[src/hdl/ols_pkg.sv]
package ols_pkg;

    localparam int FLEN_W   = 16;
    localparam int ADDR_W   = 22;
    localparam int USED_W   = 6;
    localparam int CNT_W    = 8;
    localparam int STATUS_W = 3;
    localparam int SBYTES_W = 16;

    localparam logic [SBYTES_W-1:0] SLOT_BYTES_RST = 16'd1024;
    localparam logic [CNT_W-1:0]    CNT_MAX        = 8'hFF;

    localparam logic CMD_PUSH = 1'b0;
    localparam logic CMD_POP  = 1'b1;

    typedef enum logic [STATUS_W-1:0] {
        ST_OK          = 3'd0,
        ST_IGNORED     = 3'd1,
        ST_EMPTY       = 3'd2,
        ST_STORAGE_ERR = 3'd3,
        ST_DISCARDED   = 3'd4
    } status_t;

    typedef struct packed {
        logic              cmd;
        logic [FLEN_W-1:0] frame_length;
        logic              storage_failed;
    } ols_req_t;

    typedef struct packed {
        status_t           status;
        logic [FLEN_W-1:0] length_out;
        logic [ADDR_W-1:0] slot_address;
        logic [USED_W-1:0] entries_used;
        logic [CNT_W-1:0]  write_errors;
        logic [CNT_W-1:0]  read_errors;
    } ols_rsp_t;

    // Saturating increment of an error counter
    function automatic logic [CNT_W-1:0] sat_inc(input logic [CNT_W-1:0] c);
        logic [CNT_W-1:0] r;
        r = (c == CNT_MAX) ? CNT_MAX : c + 1'b1;
        return r;
    endfunction

endpackage

[src/hdl/ols_in_stage.sv]
module ols_in_stage
(
    input  logic             clk,
    input  logic             rst_n,
    input  logic             in_valid,
    output logic             in_ready,
    input  ols_pkg::ols_req_t in_req,
    input  logic             take,
    output logic             req_valid,
    output ols_pkg::ols_req_t req
);
    import ols_pkg::*;

    logic     valid_reg;
    logic     valid_next;
    ols_req_t req_reg;

    // Accept a new request whenever the register is empty or being drained
    assign in_ready = !valid_reg || take;

    always_comb
    begin
        valid_next = valid_reg;
        if (in_valid && in_ready)
        begin
            valid_next = 1'b1;
        end
        else if (take)
        begin
            valid_next = 1'b0;
        end
    end

    // Hold the valid flag
    always_ff @(posedge clk or negedge rst_n)
    begin
        if (!rst_n)
        begin
            valid_reg <= 1'b0;
        end
        else
        begin
            valid_reg <= valid_next;
        end
    end

    // Capture the request payload
    always_ff @(posedge clk)
    begin
        if (in_valid && in_ready)
        begin
            req_reg <= in_req;
        end
    end

    assign req_valid = valid_reg;
    assign req       = req_reg;

endmodule

[src/hdl/ols_stack_core.sv]
module ols_stack_core
#(
    parameter int RING_DEPTH = 64
)
(
    input  logic                           clk,
    input  logic                           rst_n,
    input  logic                           cfg_wr_en,
    input  logic [ols_pkg::SBYTES_W-1:0]   cfg_wr_data,
    input  logic                           fire,
    input  ols_pkg::ols_req_t              req,
    output ols_pkg::ols_rsp_t              rsp
);
    import ols_pkg::*;

    localparam int IDX_W = (RING_DEPTH > 1) ? $clog2(RING_DEPTH) : 1;
    localparam logic [IDX_W-1:0] IDX_LAST = IDX_W'(RING_DEPTH - 1);
    localparam logic [IDX_W:0]   DEPTH_EXT = (IDX_W+1)'(RING_DEPTH);
    localparam int PROD_W = IDX_W + SBYTES_W;

    logic [SBYTES_W-1:0] slot_bytes_reg;
    logic [IDX_W-1:0]    top_reg, top_next;
    logic [IDX_W-1:0]    bot_reg, bot_next;
    logic [FLEN_W-1:0]   top_len_reg, top_len_next;
    logic [CNT_W-1:0]    wfail_reg, wfail_next;
    logic [CNT_W-1:0]    rfail_reg, rfail_next;

    // Length store: one write port, one prefetch read port for the entry below top
    logic [FLEN_W-1:0]   mem [RING_DEPTH];
    logic [FLEN_W-1:0]   below_len_reg;
    logic                mem_we;
    logic [IDX_W-1:0]    mem_waddr;
    logic [FLEN_W-1:0]   mem_wdata;
    logic [IDX_W-1:0]    mem_raddr;

    logic [IDX_W-1:0]    top_inc, top_dec, bot_inc;
    logic [IDX_W-1:0]    slot;
    logic                touched;
    status_t             status;
    logic [FLEN_W-1:0]   len_out;
    logic [PROD_W-1:0]   product;
    logic [IDX_W:0]      used_wide;

    // Hold the slot size register
    always_ff @(posedge clk or negedge rst_n)
    begin
        if (!rst_n)
        begin
            slot_bytes_reg <= SLOT_BYTES_RST;
        end
        else if (cfg_wr_en)
        begin
            slot_bytes_reg <= cfg_wr_data;
        end
    end

    // Ring neighbors of the pointers
    assign top_inc = (top_reg == IDX_LAST) ? '0 : top_reg + 1'b1;
    assign top_dec = (top_reg == '0) ? IDX_LAST : top_reg - 1'b1;
    assign bot_inc = (bot_reg == IDX_LAST) ? '0 : bot_reg + 1'b1;

    // Decode the request and form the next state
    always_comb
    begin
        top_next     = top_reg;
        bot_next     = bot_reg;
        top_len_next = top_len_reg;
        wfail_next   = wfail_reg;
        rfail_next   = rfail_reg;
        mem_we       = 1'b0;
        mem_waddr    = top_reg;
        mem_wdata    = '0;
        slot         = top_reg;
        touched      = 1'b0;
        status       = ST_OK;
        len_out      = '0;
        case (req.cmd)
            CMD_PUSH:
            begin
                if (req.frame_length == '0)
                begin
                    status = ST_IGNORED;
                end
                else
                begin
                    slot    = top_inc;
                    touched = 1'b1;
                    if (req.storage_failed)
                    begin
                        wfail_next = sat_inc(wfail_reg);
                        status     = ST_STORAGE_ERR;
                    end
                    else
                    begin
                        wfail_next = '0;
                        if (top_inc == bot_reg)
                        begin
                            bot_next = bot_inc;
                        end
                        top_next     = top_inc;
                        top_len_next = req.frame_length;
                        mem_we       = fire;
                        mem_waddr    = top_inc;
                        mem_wdata    = req.frame_length;
                    end
                end
            end
            CMD_POP:
            begin
                if (top_reg == bot_reg)
                begin
                    status = ST_EMPTY;
                end
                else
                begin
                    touched = 1'b1;
                    if (top_len_reg == '0)
                    begin
                        status = ST_DISCARDED;
                    end
                    else if (req.storage_failed)
                    begin
                        rfail_next = sat_inc(rfail_reg);
                        status     = ST_STORAGE_ERR;
                    end
                    else
                    begin
                        rfail_next = '0;
                        len_out    = top_len_reg;
                    end
                    // Clear the slot and step back onto the prefetched entry
                    mem_we       = fire;
                    mem_waddr    = top_reg;
                    mem_wdata    = '0;
                    top_next     = top_dec;
                    top_len_next = below_len_reg;
                end
            end
            default:
            begin
                status = ST_OK;
            end
        endcase
        if (!fire)
        begin
            top_next     = top_reg;
            bot_next     = bot_reg;
            top_len_next = top_len_reg;
            wfail_next   = wfail_reg;
            rfail_next   = rfail_reg;
        end
    end

    // Advance pointers, cached top length and counters
    always_ff @(posedge clk or negedge rst_n)
    begin
        if (!rst_n)
        begin
            top_reg     <= '0;
            bot_reg     <= '0;
            top_len_reg <= '0;
            wfail_reg   <= '0;
            rfail_reg   <= '0;
        end
        else
        begin
            top_reg     <= top_next;
            bot_reg     <= bot_next;
            top_len_reg <= top_len_next;
            wfail_reg   <= wfail_next;
            rfail_reg   <= rfail_next;
        end
    end

    // Prefetch the entry below the next top, bypassing a same-cycle write
    assign mem_raddr = (top_next == '0) ? IDX_LAST : top_next - 1'b1;

    always_ff @(posedge clk)
    begin
        if (mem_we)
        begin
            mem[mem_waddr] <= mem_wdata;
        end
        if (mem_we && (mem_waddr == mem_raddr))
        begin
            below_len_reg <= mem_wdata;
        end
        else
        begin
            below_len_reg <= mem[mem_raddr];
        end
    end

    // Slot byte address and fill level
    assign product   = PROD_W'(slot) * PROD_W'(slot_bytes_reg);
    assign used_wide = (top_next >= bot_next)
                       ? {1'b0, top_next} - {1'b0, bot_next}
                       : {1'b0, top_next} + DEPTH_EXT - {1'b0, bot_next};

    assign rsp.status       = status;
    assign rsp.length_out   = len_out;
    assign rsp.slot_address = touched ? ADDR_W'(product) : '0;
    assign rsp.entries_used = USED_W'(used_wide);
    assign rsp.write_errors = wfail_next;
    assign rsp.read_errors  = rfail_next;

endmodule

[src/hdl/ols_out_stage.sv]
module ols_out_stage
(
    input  logic              clk,
    input  logic              rst_n,
    input  logic              load,
    input  ols_pkg::ols_rsp_t rsp_in,
    output logic              out_valid,
    input  logic              out_ready,
    output ols_pkg::ols_rsp_t rsp_out
);
    import ols_pkg::*;

    logic     valid_reg;
    ols_rsp_t rsp_reg;

    // Hold the result until the receiver takes it
    always_ff @(posedge clk or negedge rst_n)
    begin
        if (!rst_n)
        begin
            valid_reg <= 1'b0;
        end
        else if (load)
        begin
            valid_reg <= 1'b1;
        end
        else if (out_ready)
        begin
            valid_reg <= 1'b0;
        end
    end

    always_ff @(posedge clk)
    begin
        if (load)
        begin
            rsp_reg <= rsp_in;
        end
    end

    assign out_valid = valid_reg;
    assign rsp_out   = rsp_reg;

endmodule

[src/hdl/overwriting_lifo_slot_stack.sv]
// Overwriting LIFO slot stack.
// Requests enter on the s_axis channel: tuser carries the command (push or
// pop), tdata the frame length and the storage-failed flag. Each request
// yields exactly one result on the m_axis channel: status in tuser; popped
// length, slot byte address, fill level and both error counters in tdata.
// The slot size is written through cfg_wr_en/cfg_wr_data; write it only while
// idle, as the block does not enforce this. A request accepted on s_axis is
// held in the input register, processed once the result register is free or
// being drained, and its result is registered and presented on m_axis.
// Throughput: one request per cycle while m_axis is not stalled. Each request
// reads the cached top length and updates the pointers; the length memory's
// single read port prefetches the entry below top every cycle so a pop can be
// followed by another pop directly.
// Reset empties the stack, clears the error counters and sets the slot size
// to 1024 bytes; no clearing pass is needed, so requests are taken at once.
// When the receiver stalls, the result register holds, the input register
// fills, and s_axis_tready drops until the result is taken.
module overwriting_lifo_slot_stack
#(
    parameter int RING_DEPTH = 64
)
(
    input  logic        clk,
    input  logic        rst_n,
    input  logic        cfg_wr_en,
    input  logic [15:0] cfg_wr_data,     // slot_bytes
    input  logic        s_axis_tvalid,
    output logic        s_axis_tready,
    input  logic [23:0] s_axis_tdata,    // frame_length[15:0], storage_failed[16], zero pad
    input  logic        s_axis_tuser,    // cmd
    output logic        m_axis_tvalid,
    input  logic        m_axis_tready,
    output logic [63:0] m_axis_tdata,    // length_out[15:0], slot_address[37:16],
                                         // entries_used[43:38], write_errors[51:44],
                                         // read_errors[59:52], zero pad
    output logic [2:0]  m_axis_tuser     // status
);
    import ols_pkg::*;

    ols_req_t in_req;
    ols_req_t req;
    ols_rsp_t rsp;
    ols_rsp_t rsp_out;
    logic     req_valid;
    logic     fire;

    // Unpack the request
    assign in_req.cmd            = s_axis_tuser;
    assign in_req.frame_length   = s_axis_tdata[15:0];
    assign in_req.storage_failed = s_axis_tdata[16];

    // Process when the result register is free or being drained
    assign fire = req_valid && (!m_axis_tvalid || m_axis_tready);

    ols_in_stage u_in_stage
    (
        .clk       (clk),
        .rst_n     (rst_n),
        .in_valid  (s_axis_tvalid),
        .in_ready  (s_axis_tready),
        .in_req    (in_req),
        .take      (fire),
        .req_valid (req_valid),
        .req       (req)
    );

    ols_stack_core #(
        .RING_DEPTH (RING_DEPTH)
    ) u_core
    (
        .clk         (clk),
        .rst_n       (rst_n),
        .cfg_wr_en   (cfg_wr_en),
        .cfg_wr_data (cfg_wr_data),
        .fire        (fire),
        .req         (req),
        .rsp         (rsp)
    );

    ols_out_stage u_out_stage
    (
        .clk       (clk),
        .rst_n     (rst_n),
        .load      (fire),
        .rsp_in    (rsp),
        .out_valid (m_axis_tvalid),
        .out_ready (m_axis_tready),
        .rsp_out   (rsp_out)
    );

    // Pack the result
    assign m_axis_tuser = rsp_out.status;
    assign m_axis_tdata = {4'b0000, rsp_out.read_errors, rsp_out.write_errors,
                           rsp_out.entries_used, rsp_out.slot_address,
                           rsp_out.length_out};

    a_stall_backs_up: assert property (@(posedge clk) disable iff (!rst_n)
        !s_axis_tready |-> (m_axis_tvalid && !m_axis_tready))
        else $error("input stalled while the result side was free");

    a_fire_gives_result: assert property (@(posedge clk) disable iff (!rst_n)
        fire |=> m_axis_tvalid)
        else $error("processed request produced no result");

    a_ignored_touches_nothing: assert property (@(posedge clk) disable iff (!rst_n)
        (m_axis_tvalid && (rsp_out.status == ST_IGNORED))
        |-> (rsp_out.slot_address == '0) && (rsp_out.length_out == '0))
        else $error("ignored push reported a slot or a length");

    a_empty_is_empty: assert property (@(posedge clk) disable iff (!rst_n)
        (m_axis_tvalid && (rsp_out.status == ST_EMPTY))
        |-> (rsp_out.entries_used == '0) && (rsp_out.slot_address == '0))
        else $error("empty pop reported entries or an address");

endmodule
[config.mk]
export PLATFORM = sky130hd
export DESIGN_NAME = overwriting_lifo_slot_stack
export DESIGN_NICKNAME = d
export VERILOG_FILES = /design/src/hdl/ols_pkg.sv /design/src/hdl/ols_in_stage.sv /design/src/hdl/ols_stack_core.sv /design/src/hdl/ols_out_stage.sv /design/src/hdl/overwriting_lifo_slot_stack.sv
export SDC_FILE = /design/constraint.sdc
export NUM_CORES = 2
export LEC_CHECK = 0
export BUFFER_PORTS_ARGS = -buffer_cell sky130_fd_sc_hd__buf_2
export CORE_ASPECT_RATIO = 0.9
export CORE_UTILIZATION = 45
export DETAILED_ROUTE_END_ITERATION = 16
export GPL_ROUTABILITY_DRIVEN = 0
export PLACE_DENSITY = 0.64
export SLEW_MARGIN = 20
export SYNTH_ARGS = -nofsm -noshare
export SYNTH_HDL_FRONTEND = slang
export SYNTH_SLANG_ARGS = --single-unit
[constraint.sdc]
create_clock -name clk -period 8.76 [get_ports clk]
set_clock_uncertainty 0.2 [all_clocks]
set_input_delay 0.876 -clock clk [delete_from_list [all_inputs] [get_ports clk]]
set_output_delay 0.876 -clock clk [all_outputs]
set_load 0.02 [all_outputs]
==> out/metrics.yaml <==
timing:
  setup_viol: 0
  tightest_slew_ns: 1.158
  rsz0062_at_grt: "no"
  fmax_mhz: 138.8
  period_needed_ns: 7.203
  hold_violations: 0
  maxSlewViolCount: 0
  fin_hold_ws_ns: 0.1203
  slew_headroom_pct: 22.77
  setup_tns_ns: 0
  min_period_over_period_pct: 82.22
hold_path:
  worst_hold_path_type: "primary input to asynchronous set/reset pin"
place:
  placedCellCount: 5003
  dp_hpwl_mm: 77.20
  io_buffers: 103
yosys:
  synth_cell_types: 79
  synthArstFlopShare_pct: 5.241
  synth_edf_count: 1105
  ys_ff_latch: 1183
  seq_area_frac_synth_pct: 68.39
  ys.flop_type: "edfxtp_1"
  syn_inst: 3476
  synth_area_um2: 51260
  yosys_warnings: 0
  avgSynthCellArea_um2: 14.75
critical_path:
  critical_path_required_ns: 9.03
  crit_type: "flip-flop to flip-flop"
  crit_path_max_fanout: 12
  crit_arrival_ns: 7.47
  critPathLaunchType: "flip-flop"
  reg2regPathDepth: 23
  end_kind: "flip-flop"
cts:
  cts_hold_buffers: 0
  htree_levels: 3
  clkLatencyLatePin_ns: 0.74
  clockBufferDepth: 3
  cts_setup_buffers: 0
  cts_resized: 0
  cts_made_buffers: 115
  cts.clk_slew.worst_paths_ns: 0.07
  clock_sinks: 1183
  cts_root_buf: "clkbuf_16"
  cts_tree: "yes"
status:
  status: "finished clean"
pwr:
  p_leak_nw: 20.19
  peakVddDrop_mv: 0.5274
  cellPowerDensity_nw_per_um2: 388.8
route:
  vias_per_cell: 5.858
  wl_mm: 128.1
  antenna_left: 0
  wl_per_cell_um: 24.55
  vias: 30560
  dr.pass1.iters: 5
  drt_iter0_drc: 3236
  route.detailed.drc: 0
grt:
  grt_pass1_vias: 29310
  grt_antenna_before_repair: 4
  grt_max_degree: 194
  grt_first_pass_wirelength_mm: 188.8
  overflow: 0
  track_usage_pct: 22.13
cells_and_area:
  layout.nets: 3779
  fin_cells: 5217
  mostFrequentLayoutCells: "1105 x edfxtp_1, 264 x nand2_1, 164 x nor3_1"
  largest_reg_flops: 1024
  final.fill_count: 9352
  area_growth_syn_to_layout_pct: 12.54
  final_common_cell: "edfxtp_1"
  antenna_cells: 0
  drive_gt1_share_pct: 16.73
run:
  maxCapViolCount: 0
die:
  coreArea_um2: 113000
  start_util_pct: 45.36
  die_w_um: 357.8
  fp.dieH_um: 322.2
  num_rows: 117
  dieArea_um2: 115300
  top_level_ports: 115
cell usage after synthesis (all sizes together) (22+ instances only):
master | instances | area (um2)
edfxtp | 1105 | 33180
nand2 | 266 | 998.5
nor3 | 165 | 825.8
nor2 | 157 | 591.8
inv | 148 | 555.5
clkbuf | 141 | 529.3
a21oi | 108 | 544.3
nor2b | 98 | 613.1
mux4 | 95 | 2140
o21ai | 94 | 470.5
and3 | 86 | 538.0
mux2i | 86 | 860.8
mux2 | 77 | 867.1
o22ai | 70 | 437.9
buf | 63 | 414.1
dfrtp | 61 | 1526
nand2b | 61 | 381.6
fa | 58 | 1161
a221oi | 51 | 464.2
a211oi | 50 | 375.4
a2111oi | 48 | 420.4
ha | 42 | 525.5
and2 | 41 | 256.5
o211ai | 40 | 305.3
nand3 | 39 | 195.2
a311oi | 30 | 262.8
a22o | 22 | 192.7
nor4 | 22 | 137.6
report_power, final:
part | total (mW) | switching, mW | internal [mW]
Clock | 4.84 | 2.12 | 2.72
Combinational | 10.8 | 7.00 | 3.84
Sequential | 6.76 | 0.169 | 6.59
path summary, 6_finish.rpt:
kind / startpoint / slack (ns) / to
setup / recovery: u_in_stage.req[15] / 1.56 / u_out_stage.rsp_out[41]
hold / removal: rst_n / 0.12 / u_core.slot_bytes_reg[4]
setup reg to reg: u_in_stage.req[15] / 1.56 / u_out_stage.rsp_out[41]
hold reg to reg: u_core.top_len_reg[9] / 0.30 / u_core.top_len_reg[9]
max in group asynchronous: rst_n / 7.60 / u_core.wfail_reg[6]
min in group clk: s_axis_tdata[16] / 0.13 / u_in_stage.req[0]
worst max-delay path, cell delays in order (launching register included):
cell and delay [ns]:
edfxtp_1 0.41, or4_1 0.64, nor4_1 0.70, nor2_1 0.41, nand2_1 0.18, xnor2_1 0.38
nor2b_1 0.13, fa_1 0.53, inv_1 0.06, fa_1 0.49, fa_1 0.49, inv_1 0.04
ha_1 0.31, a21o_1 0.19, a21oi_1 0.23, o21bai_1 0.10, a21oi_1 0.21, o21ai_0 0.18
nand2_1 0.12, a21oi_1 0.10, o41a_1 0.37, a211oi_1 0.27, xor2_1 0.17, nor2_1 0.05
per-layer routing:
metal | vias up | global-route usage, % | part of all wire, %
met3 | 200 | 5.748 | 9.4
met1 | 15470 | 31.43 | 43
met4 | 2 | 7.035 | 3.0
met2 | 1210 | 33.27 | 45
li1 | 13680 | - | -
met5 | - | 0 | 0.0070
final cells by class:
cell class | count | area (um2) | share of cell area [%]
inverter | 148 | 560.5 | 0.9717
timing repair buffer | 241 | 1639 | 2.841
multi-input combinational | 1944 | 14920 | 25.86
tap | 1487 | 1861 | 3.225
clock inverter | 67 | 558.0 | 0.9674
clock buffer | 147 | 3093 | 5.362
sequential | 1183 | 35050 | 60.77
stage by stage:
stage / area (um2) / util [%] / worst slack (ns) / power (mW)
floorplan: 51270 / - / 2.299 / 14.22
finish: 57690 / 51.04 / 1.557 / 22.43
detailed placement: 54010 / 47.79 / 1.635 / 17.57
CTS: 57660 / 51.02 / 1.612 / 22.42
global placement: 54010 / 47.79 / 1.704 / 17.44
global route: 57690 / 51.04 / 1.020 / 23.74
cell families (layout without fill, tap and decap cells):
kind of cell / Yosys count / in the layout / share of synthesized area (%)
AOI/OAI and AO/OA: 580 / 580 / 7.940
xor gates and xnor gates: 36 / 36 / 0.6151
adders and majority gates: 100 / 100 / 3.290
buffers and inverters: 352 / 603 / 2.924
DFF: 1183 / 1183 / 68.39
muxes: 258 / 258 / 7.545
other: 1 / 4 / 0.007316
and+or+nand+nor: 966 / 966 / 9.290
(Power assumes the default switching activity.)
